## src/hw/rtl/rrs_ram.sv

```systemverilog
// rrs_ram: generic single-write, single-read memory with registered read data
// no dependencies

module rrs_ram #(
  parameter int WIDTH = 32,
  parameter int DEPTH = 128
) (
  input  logic                                   clk,
  input  logic                                   we,
  input  logic [(DEPTH > 1 ? $clog2(DEPTH) : 1)-1:0] waddr,
  input  logic [WIDTH-1:0]                       wdata,
  input  logic [(DEPTH > 1 ? $clog2(DEPTH) : 1)-1:0] raddr,
  output logic [WIDTH-1:0]                       rdata
);

  logic [WIDTH-1:0] mem [DEPTH];

  always_ff @(posedge clk) begin
    if (we) begin
      mem[waddr] <= wdata;
    end
    rdata <= mem[raddr];
  end

endmodule

```

## config.mk

```make
export PLATFORM = sky130hd
export DESIGN_NAME = rrs_ram
export DESIGN_NICKNAME = d
export VERILOG_FILES = /design/src/hw/rtl/rrs_ram.sv
export SDC_FILE = /design/constraint.sdc
export NUM_CORES = 2
export LEC_CHECK = 0
export ABC_AREA = 1
export BUFFER_PORTS_ARGS = -buffer_cell sky130_fd_sc_hd__buf_2
export CAP_MARGIN = 15
export CORE_MARGIN = 1.5
export CORE_UTILIZATION = 31
export CTS_CLUSTER_DIAMETER = 100
export DETAILED_ROUTE_END_ITERATION = 8
export GPL_ROUTABILITY_DRIVEN = 0
export SETUP_SLACK_MARGIN = 0.1
export SLEW_MARGIN = 40
export SYNTH_ARGS = -nofsm -noshare
export SYNTH_HDL_FRONTEND = slang
export SYNTH_SLANG_ARGS = --single-unit
```

## constraint.sdc

```tcl
create_clock -name clk -period 7.3 [get_ports clk]
set_input_delay 0.73 -clock clk [delete_from_list [all_inputs] [get_ports clk]]
set_output_delay 0.73 -clock clk [all_outputs]
set_load 0.01 [all_outputs]
```

==> impl_metrics.py <==
metrics = {
    "routing": {
        "vias": 107191,
        "drt_wl_total_microns": 503700,
        "initialDrtViolationCount": 14846,
        "wl_per_cell_microns": 24.37,
        "drtAntennaViolNets": 0,
        "remaining_drc_errors": 0,
        "dr.pass1.iters": 8,
        "post_drt_via_cell_ratio": 5.187,
    },
    "worst_setup_path": {
        "arrival_ps": 4430,
        "slowest_delay_ps": 720,
        "r2r_end": "rdata[12]$_DFF_P_",
        "end_kind": "flip-flop",
        "critical_path_class": "input pin to flip-flop",
        "required_ps": 8090,
        "worstRegToRegCells": 8,
        "worstSetupStartpoint": "raddr[1]",
        "worst_path_most_repeated_cell": "nand3_1",
        "cp-start-kind": "input pin",
        "crit_end": "rdata[12]$_DFF_P_",
        "crit_chain": "buf_8 -> buf_4 -> buf_4 -> nand3_1 -> nand3_1 -> nand3_1 -> nand3_1 -> nand3_1 -> nand3_1 -> nand2_1",
        "ff2ff_setup_slack_ps": 4660,
        "slowest_stage": "buf_4",
        "r2r_start": "mem[127][12]$_DFFE_PP_",
        "cp_max_fo": 50,
    },
    "clock_network": {
        "cts_num_sinks": 4128,
        "clockRootBuffer": "clkbuf_16",
        "cts_made_buffers": 422,
        "clk_path_buf_depth": 4,
        "post_cts_buffers": 0,
        "cts_tree": "built",
        "cts_hold_buf": 0,
        "htree_levels": 5,
        "path_clk_slew_ps": 60,
        "clock_latency_ps": 1000,
        "post_cts_resized": 0,
    },
    "synthesis": {
        "synth_top_area_frac": 0.7471,
        "postSynthAreaPerCell_sq_um": 12.30,
        "synth_area_leaders": "edfxtp_1 75%, nand3_1 12%, nand2_1 9.5%",
        "syn_inst": 13389,
        "yosys.area.top_type": "edfxtp_1",
        "syn-num-nets": 13437,
        "ys_types": 15,
        "yosys_warnings": 0,
        "netlist_area_sq_um": 164600,
        "synth_seq_cells": 4128,
        "synth-seq-area-share": 0.7510,
    },
    "power_and_ir_drop": {
        "leakagePower_nw": 63.31,
        "peakVddDrop_mv": 0.1961,
        "p_clk_frac": 0.414,
        "seqPwrFrac": 0.525,
        "p_int_w": 0.03846,
        "power.density_nw_per_um2": 267.9,
        "power_switching_share": 0.2315,
        "p_sw_w": 0.01159,
        "p_comb_frac": 0.062,
    },
    "global_routing": {
        "groute.layer.met3.usage": 0.03427,
        "antenna_found_initial": 43,
        "grt_start_max_net_pins": 170,
        "grtUsageMet2": 0.2867,
        "grt_pass1_wl_microns": 721800,
        "grt_pass1_vias": 99750,
        "grt_overflow": 0,
        "grt.busiest_layer": "met2",
        "grt.met1_usage": 0.2529,
        "grt_util_all_layers": 0.1806,
    },
    "die": {
        "coreArea_sq_um": 528800,
        "fp.dieW_microns": 731.8,
        "rows": 267,
        "initial_core_util": 0.3113,
        "num_io_pins": 80,
        "die_h_microns": 731.8,
        "die_area_sq_um": 535500,
    },
    "timing": {
        "rsz0062_at_grt": "false",
        "final-setup-viol-count": 0,
        "max_freq_mhz": 274.9,
        "finalWorstSetupSlack_ps": 3662,
        "maxSlewViolCount": 0,
        "slew_headroom": 0.3222,
        "fin_crit_ps": 3638,
        "hold_violations": 0,
        "tightest_slew_ps": 1017,
        "post-route-period-util": 0.4983,
        "clock_skew_ps": 72.77,
        "tns_ps": 0,
    },
    "worst_hold_path": {
        "hp-class": "input pin to flip-flop",
    },
    "placement": {
        "placement.io_buffers": 79,
        "dp_worst_setup_slack_ps": 2689,
        "dpl.hpwl_microns": 266600,
    },
    "cells_and_area": {
        "synthToLayoutAreaGrowth_pct": 13.45,
        "drive_gt1_frac": 0.08112,
        "fin_nets": 13346,
    },
    "flow_run": {
        "drv_cap": 0,
    },
    "status": {
        "status": "complete, no violations",
    },
}
==> power groups by stage <==
stage | Sequential [W] | Clock (W) | Combinational, W
global route | 0.0262 | 0.0218 | 0.00331
floorplan | 0.0267 | 0 | 0.00157
finish | 0.0262 | 0.0207 | 0.00310
global placement | 0.0267 | 0 | 0.00302
detailed placement | 0.0267 | 0 | 0.00305
CTS | 0.0262 | 0.0209 | 0.00306
==> cell usage after synthesis <==
cell	count
clkbuf_1	109
buf_6	11
nand3_1	4035
nor3_1	8
nand2_1	4151
inv_1	20
buf_1	100
buf_2	602
nor2_1	134
buf_4	86
buf_8	1
inv_4	2
edfxtp_1	4096
dfxtp_1	32
inv_2	2
==> registers in the layout (all words and copies together), names as in the netlist <==
| signal | flops |
|---|---|
| rdata | 32 |
| mem | 4096 |
==> worst min-delay path by stage <==
stage                         startpoint                      to  slack, ps  depth (start not counted)
floorplan           mem[84][0]$_DFFE_PP_        rdata[0]$_DFF_P_        750                          8
global placement    mem[42][2]$_DFFE_PP_        rdata[2]$_DFF_P_        840                          8
detailed placement  mem[90][9]$_DFFE_PP_        rdata[9]$_DFF_P_        830                          8
CTS                            wdata[10]   mem[54][10]$_DFFE_PP_        100                          1
global route                   wdata[30]  mem[123][30]$_DFFE_PP_         90                          1
finish                         wdata[26]   mem[78][26]$_DFFE_PP_        130                          1
==> metal layers <==
layer | share of wire | wire length [microns]
met2 | 0.46 | 232700
met5 | 0.000068 | 34
met3 | 0.095 | 47900
met4 | 0.029 | 14440
met1 | 0.41 | 208600
==> cells by family (layout without fill, tap and decap cells) <==
| group | count (synthesis) | in the layout | synth area share |
|---|---|---|---|
| flip-flops | 4128 | 4128 | 0.7510 |
| other | 0 | 23 | 0 |
| AND/OR/NAND/NOR | 8328 | 8328 | 0.2206 |
| buffers and inverters | 933 | 1191 | 0.02841 |
==> cell usage in the layout, fill, tap and decap left out, drive strengths merged <==
cell type / netlist / routed
nor3: 8 / 8
nand3: 4035 / 4035
inv: 24 / 32
edfxtp: 4096 / 4096
nor2: 134 / 134
clkinv: 0 / 190
bufinv: 0 / 21
buf: 800 / 394
nand2: 4151 / 4151
dfxtp: 32 / 32
clkbuf: 109 / 540
diode: 0 / 23
clkinvlp: 0 / 14
==> per-stage QoR <==
step           instance area, sq um  hold slack (ps)  power (W)  instances    util
4_1_cts                      186400            104.6    0.05022      20629  0.3525
3_5_place_dp                 173300            833.0    0.02980      19856  0.3278
2_1_floorplan                164600            754.5    0.02828      13389       -
3_3_place_gp                 173100            843.8    0.02977      19850  0.3274
6_report                     186800            132.7    0.05004      20664  0.3532
5_1_grt                      186700            94.80    0.05135      20643  0.3531
==> final cells by class <==
type                    instances  area (sq um)
multi-input cells            8328         37320
repair buffers                394          3767
well taps                    6994          8751
diodes                         23         57.56
clock buffers                 540         11250
flip-flops and latches       4128        123600
fillers                     50592        342000
clock inverters               233          1852
inverters                      24         145.1
==> worst max-delay path, delay by kind of cell <==
kind,cells,cell delay [ps]
simple gates,7,1750
buf+inv,3,1740
Note: power is estimated with default switching activity, not from simulation.
