<file path="config.mk">
export PLATFORM = sky130hd
export DESIGN_NAME = rrs_div
export DESIGN_NICKNAME = d
export VERILOG_FILES = /design/src/hw/rtl/rrs_pkg.sv /design/src/hw/rtl/rrs_div.sv
export SDC_FILE = /design/constraint.sdc
export NUM_CORES = 1
export LEC_CHECK = 0
export BUFFER_PORTS_ARGS = -buffer_cell sky130_fd_sc_hd__buf_2
export CORE_MARGIN = 8
export CORE_UTILIZATION = 45
export CTS_CLUSTER_DIAMETER = 50
export DETAILED_ROUTE_END_ITERATION = 12
export GPL_ROUTABILITY_DRIVEN = 0
export GPL_TIMING_DRIVEN = 0
export PLACE_DENSITY_LB_ADDON = 0.05
export SLEW_MARGIN = 20
export SYNTH_ARGS = -nofsm -noshare
export SYNTH_HDL_FRONTEND = slang
export SYNTH_SLANG_ARGS = --single-unit
export TNS_END_PERCENT = 100
</file>
<file path="constraint.sdc">
create_clock -name clk -period 4.54 [get_ports clk]
set_input_delay 0.227 -clock clk [delete_from_list [all_inputs] [get_ports clk]]
set_output_delay 0.227 -clock clk [all_outputs]
set_load 0.05 [all_outputs]
</file>
<file path="src/hw/rtl/rrs_pkg.sv">
// rrs_pkg: shared types and constants of the running return statistics block
// used by the top level, the divider and the port checker

package rrs_pkg;

  localparam logic [47:0] ONE_Q16 = 48'd65536;
  localparam logic [47:0] W48_MAX = 48'hFFFF_FFFF_FFFF;

  // shared divider geometry
  localparam int DIV_N  = 96;
  localparam int DIV_D  = 50;
  localparam int DIV_CW = 7;

  // result item layout
  localparam int OUT_BITS = 328;

  typedef enum logic [1:0] {
    CFG_MODE   = 2'd0,
    CFG_WINDOW = 2'd1,
    CFG_DECAY  = 2'd2,
    CFG_NONE   = 2'd3
  } cfg_index_t;

  localparam logic [1:0] MODE_ALL     = 2'd0;
  localparam logic [1:0] MODE_ROLLING = 2'd1;
  localparam logic [1:0] MODE_DECAY   = 2'd2;
  localparam logic [1:0] MODE_SPARE   = 2'd3;

  typedef struct packed {
    logic              start;
    logic [DIV_CW-1:0] steps;
  } div_req_t;

  function automatic logic [47:0] add_one48(input logic [47:0] v);
    add_one48 = (v > (W48_MAX - ONE_Q16)) ? W48_MAX : v + ONE_Q16;
  endfunction

endpackage

</file>
<file path="src/hw/rtl/rrs_div.sv">
// rrs_div: restoring divider, one quotient bit per cycle
// depends on rrs_pkg; dividend comes in left-aligned, quotient lands in the low bits

module rrs_div import rrs_pkg::*; (
  input  logic             clk,
  input  logic             rst,
  input  div_req_t         req,
  input  logic [DIV_N-1:0] dividend,
  input  logic [DIV_D-1:0] divisor,
  output logic             done,
  output logic [DIV_N-1:0] quotient
);

  logic [DIV_N-1:0]  dvd;
  logic [DIV_D-1:0]  rem;
  logic [DIV_D-1:0]  dsr;
  logic [DIV_CW-1:0] cnt;
  logic              busy;
  logic [DIV_D:0]    rem_sh;
  logic [DIV_D:0]    rem_sub;
  logic              ge;

  assign rem_sh  = {rem, dvd[DIV_N-1]};
  assign rem_sub = rem_sh - {1'b0, dsr};
  assign ge      = rem_sh >= {1'b0, dsr};

  always_ff @(posedge clk) begin
    if (rst) begin
      busy <= 1'b0;
      done <= 1'b0;
      cnt  <= '0;
    end else begin
      done <= 1'b0;
      if (req.start) begin
        busy <= 1'b1;
        cnt  <= req.steps;
      end else if (busy) begin
        cnt <= cnt - 1'b1;
        if (cnt == DIV_CW'(1)) begin
          busy <= 1'b0;
          done <= 1'b1;
        end
      end
    end
  end

  always_ff @(posedge clk) begin
    if (req.start) begin
      dvd <= dividend;
      rem <= '0;
      dsr <= divisor;
    end else if (busy) begin
      dvd <= {dvd[DIV_N-2:0], ge};
      rem <= ge ? rem_sub[DIV_D-1:0] : rem_sh[DIV_D-1:0];
    end
  end

  assign quotient = dvd;

endmodule

</file>
==> run metrics <==
f_max=0.253 GHz; hold slack=0.0107 ns; Resize count post-CTS=0; htree depth=1; worst vdd ir=296 uV; clk_skew=0.0112 ns; Leakage=6.72 nW; share of synthesized flip-flops with an asynchronous set or reset=0; nets@finish=1,752; minimum clock period=3.95 ns; Min-Delay Path Depth=2; critical-path cell list=inv_1 > ha_1 > inv_1 > fa_1 > a21oi_1 > o21ai_0 > o2111ai_1 > a2bb2oi_1 > o211ai_1 > a311o_1 > a22oi_1 > mux2_1 > a311oi_1; Boundary Pins=253; CTS tree=built; reg2reg end=rem[38]$_SDFFE_PP0P_; Startpoint Class=flip-flop; Power Density=386 nW/um2; number of buffers and inverters on the critical path=2; DR WL/cell=19.7 um; largest fanout on the critical path=4; gr usage total=0.236; global route overflow=0; CP arrival=4.40 ns; row count=58; DRC viols=0; RSZ-0062 raised after global routing=false; Clock Sinks=205; crit end category=flip-flop; Die Width=177 um; Post-synth EDFFs=146; first-pass GRT wire length=58,800 um; CTS max path bufs=3; crit-path max cell delay=0.44 ns; outcome=finished, final reports clean; mapped cell area=11,600 um2; commonest non-fill, non-tap cells in the layout=263 x buf_2, 151 x dlygate4sd3_1, 146 x edfxtp_1; CP delay by family, top=compound AO/OA/AOI/OAI gates; DP Wirelength=27,100 um; final setup vio count=0; Post-Syn Nets=1,318; Seq pwr share=0.376; DR vias=10,200; Max Cap Violations=0; critical path class=reg2reg; worst slew pin tran=0.950 ns; critical path's slowest cell=a311o_1; clk_lat worst skew=0.56 ns; TritonCTS buffer count=29; post-synthesis sequential area ratio=0.480; CP most frequent cell=inv_1; cell internal pwr=4.14 mW; Sw Pwr=1.96 mW; R2R cell count=13; Tcrit/Tclk final=0.870; Clk pwr share=0.377; Synth cell types=75; CP Data Required Time=5.00 ns; initial drt markers=755; initial core utilization=0.459; DRT Pass-1 Iters=7; FF+latch count, synth=205; Port Buffers=251; antenna viol nets, final=0; Mapped Cells=1,109; DRT Wirelength=37,500 um; Combinational Power Share=0.247; Slew headroom=0.364; largest net degree at the start of global routing=75; Setup WS pre-CTS=0.690 ns; Min-Delay Path Class=in2reg; Worst Setup Slack, final=0.592 ns; Reg-to-Reg Start=quotient[95]$_DFFE_PP_; number of global-route vias before repair=10,700; Filler cells=2,125; count of final hold-check violations=0; CORE AREA=25,300 um2; via-per-instance ratio=5.38; area grow syn2layout=36.3%; prevailing post-synth register cell=edfxtp_1; Register-to-Register Setup Slack=0.59 ns; Hold Path Origin=dividend[0]; Chip Height=177 um; share of layout cells above drive strength 1=0.290; Avg Cell Area, Syn=10.5 um2; Sw Ratio=0.322; clock-pin slew on the worst setup and hold paths=0.06 ns; final number of max-transition violations=0; die area=31,200 um2; most common cell after layout, fill and taps aside=buf_2; setup bufs post-CTS=0; Util after Layout=0.626; Hold EP=quotient[0]$_DFFE_PP_; clock root buffer=clkbuf_16; initial antenna violation count=3; Yosys warnings=0
==> registers in the layout, summed over array words and instances, names as in the netlist <==
signal / flops
busy: 1
cnt: 7
done: 1
dsr: 50
quotient: 96
rem: 50
==> stage by stage <==
stage | power (mW) | setup TNS [ns] | area, um2 | std cells
final | 6.10 | 0 | 15800 | 1899
after CTS | 6.13 | 0 | 15800 | 1896
after detailed placement | 3.71 | 0 | 13300 | 1691
after global routing | 6.34 | 0 | 15800 | 1899
after floorplan | 3.32 | 0 | 11600 | 1109
after global placement | 3.70 | -108.21 | 13300 | 1690
==> how the worst max path moves through the flow <==
stage,from,to,slack (ns),depth (start not counted)
after CTS,quotient[95]$_DFFE_PP_,rem[38]$_SDFFE_PP0P_,0.64,13
final,quotient[95]$_DFFE_PP_,rem[38]$_SDFFE_PP0P_,0.59,13
after global placement,req[7],quotient[27]$_DFFE_PP_,-1.14,5
after detailed placement,quotient[95]$_DFFE_PP_,rem[38]$_SDFFE_PP0P_,0.69,13
after floorplan,quotient[95]$_DFFE_PP_,rem[38]$_SDFFE_PP0P_,1.07,13
after global routing,quotient[95]$_DFFE_PP_,rem[38]$_SDFFE_PP0P_,0.39,13
==> Yosys cell counts, drive strengths merged (6+ instances only) <==
master,number,share of area
a31oi,9,0.0054
inv,79,0.026
o31ai,7,0.0045
nor3,21,0.0095
nor2,87,0.029
a21oi,79,0.035
buf,27,0.015
nand2,115,0.037
xnor2,20,0.015
mux2,98,0.095
a211oi,6,0.0043
or3,10,0.0054
nand2b,9,0.0049
a21o,34,0.022
nor4,7,0.0051
dfxtp,59,0.10
o21ai,38,0.018
nand4,14,0.0086
nand3,23,0.0099
ha,52,0.056
edfxtp,146,0.38
xor2,18,0.014
o211ai,9,0.0058
a311oi,38,0.031
o21bai,12,0.0078
clkbuf,35,0.012
==> layout make-up <==
class                      count  area, um2  share of cell area
multi-input combinational    763       5430               0.343
clock inverter                15        180              0.0114
sequential                   205       5570               0.352
buffer                        62        308              0.0195
clock buffer                  39        813              0.0514
tap                          330        413              0.0261
inverter                      79        302              0.0191
timing repair buffer         403       2800               0.177
antenna                        3       7.51            0.000475
==> power by group through the flow <==
| stage | combinational, mW | clock [mW] | sequential, mW |
|---|---|---|---|
| finish | 1.51 | 2.30 | 2.29 |
| CTS | 1.50 | 2.34 | 2.29 |
| global placement | 1.37 | 0 | 2.33 |
| detailed placement | 1.39 | 0 | 2.32 |
| global route | 1.62 | 2.40 | 2.32 |
| floorplan | 0.686 | 0 | 2.64 |
==> repair_timing <==
item	CTS	global route
hold buffers	151	0
hold endpoints to repair	151	0
endpoints found under the setup margin	0	0
==> worst register-to-register path, stage by stage (launching register included) <==
cell and delay (ns):
edfxtp_1 0.41, inv_1 0.08, ha_1 0.17, inv_1 0.06
fa_1 0.41, a21oi_1 0.23, o21ai_0 0.15, o2111ai_1 0.42
a2bb2oi_1 0.42, o211ai_1 0.22, a311o_1 0.44, a22oi_1 0.23
mux2_1 0.35, a311oi_1 0.27
==> logic make-up after synthesis <==
logic type / after synthesis / share of synthesized area
adder cells (fa/ha/maj): 53 / 0.0578
buffers and inverters: 141 / 0.0521
multiplexers: 100 / 0.0968
flip-flops: 205 / 0.480
AO/OA/AOI/OAI: 262 / 0.160
XOR/XNOR: 38 / 0.0287
AND/OR/NAND/NOR: 310 / 0.124
==> per-layer routing <==
layer | routed length (um) | global-route usage | up-vias
li1 | - | - | 4954
met1 | 15700 | 0.288 | 4884
met2 | 18300 | 0.405 | 309
met3 | 2530 | 0.0611 | 63
met4 | 960 | 0.0680 | 0
met5 | 0 | 0 | -
No activity file was read; power rests on OpenSTA's default activity.
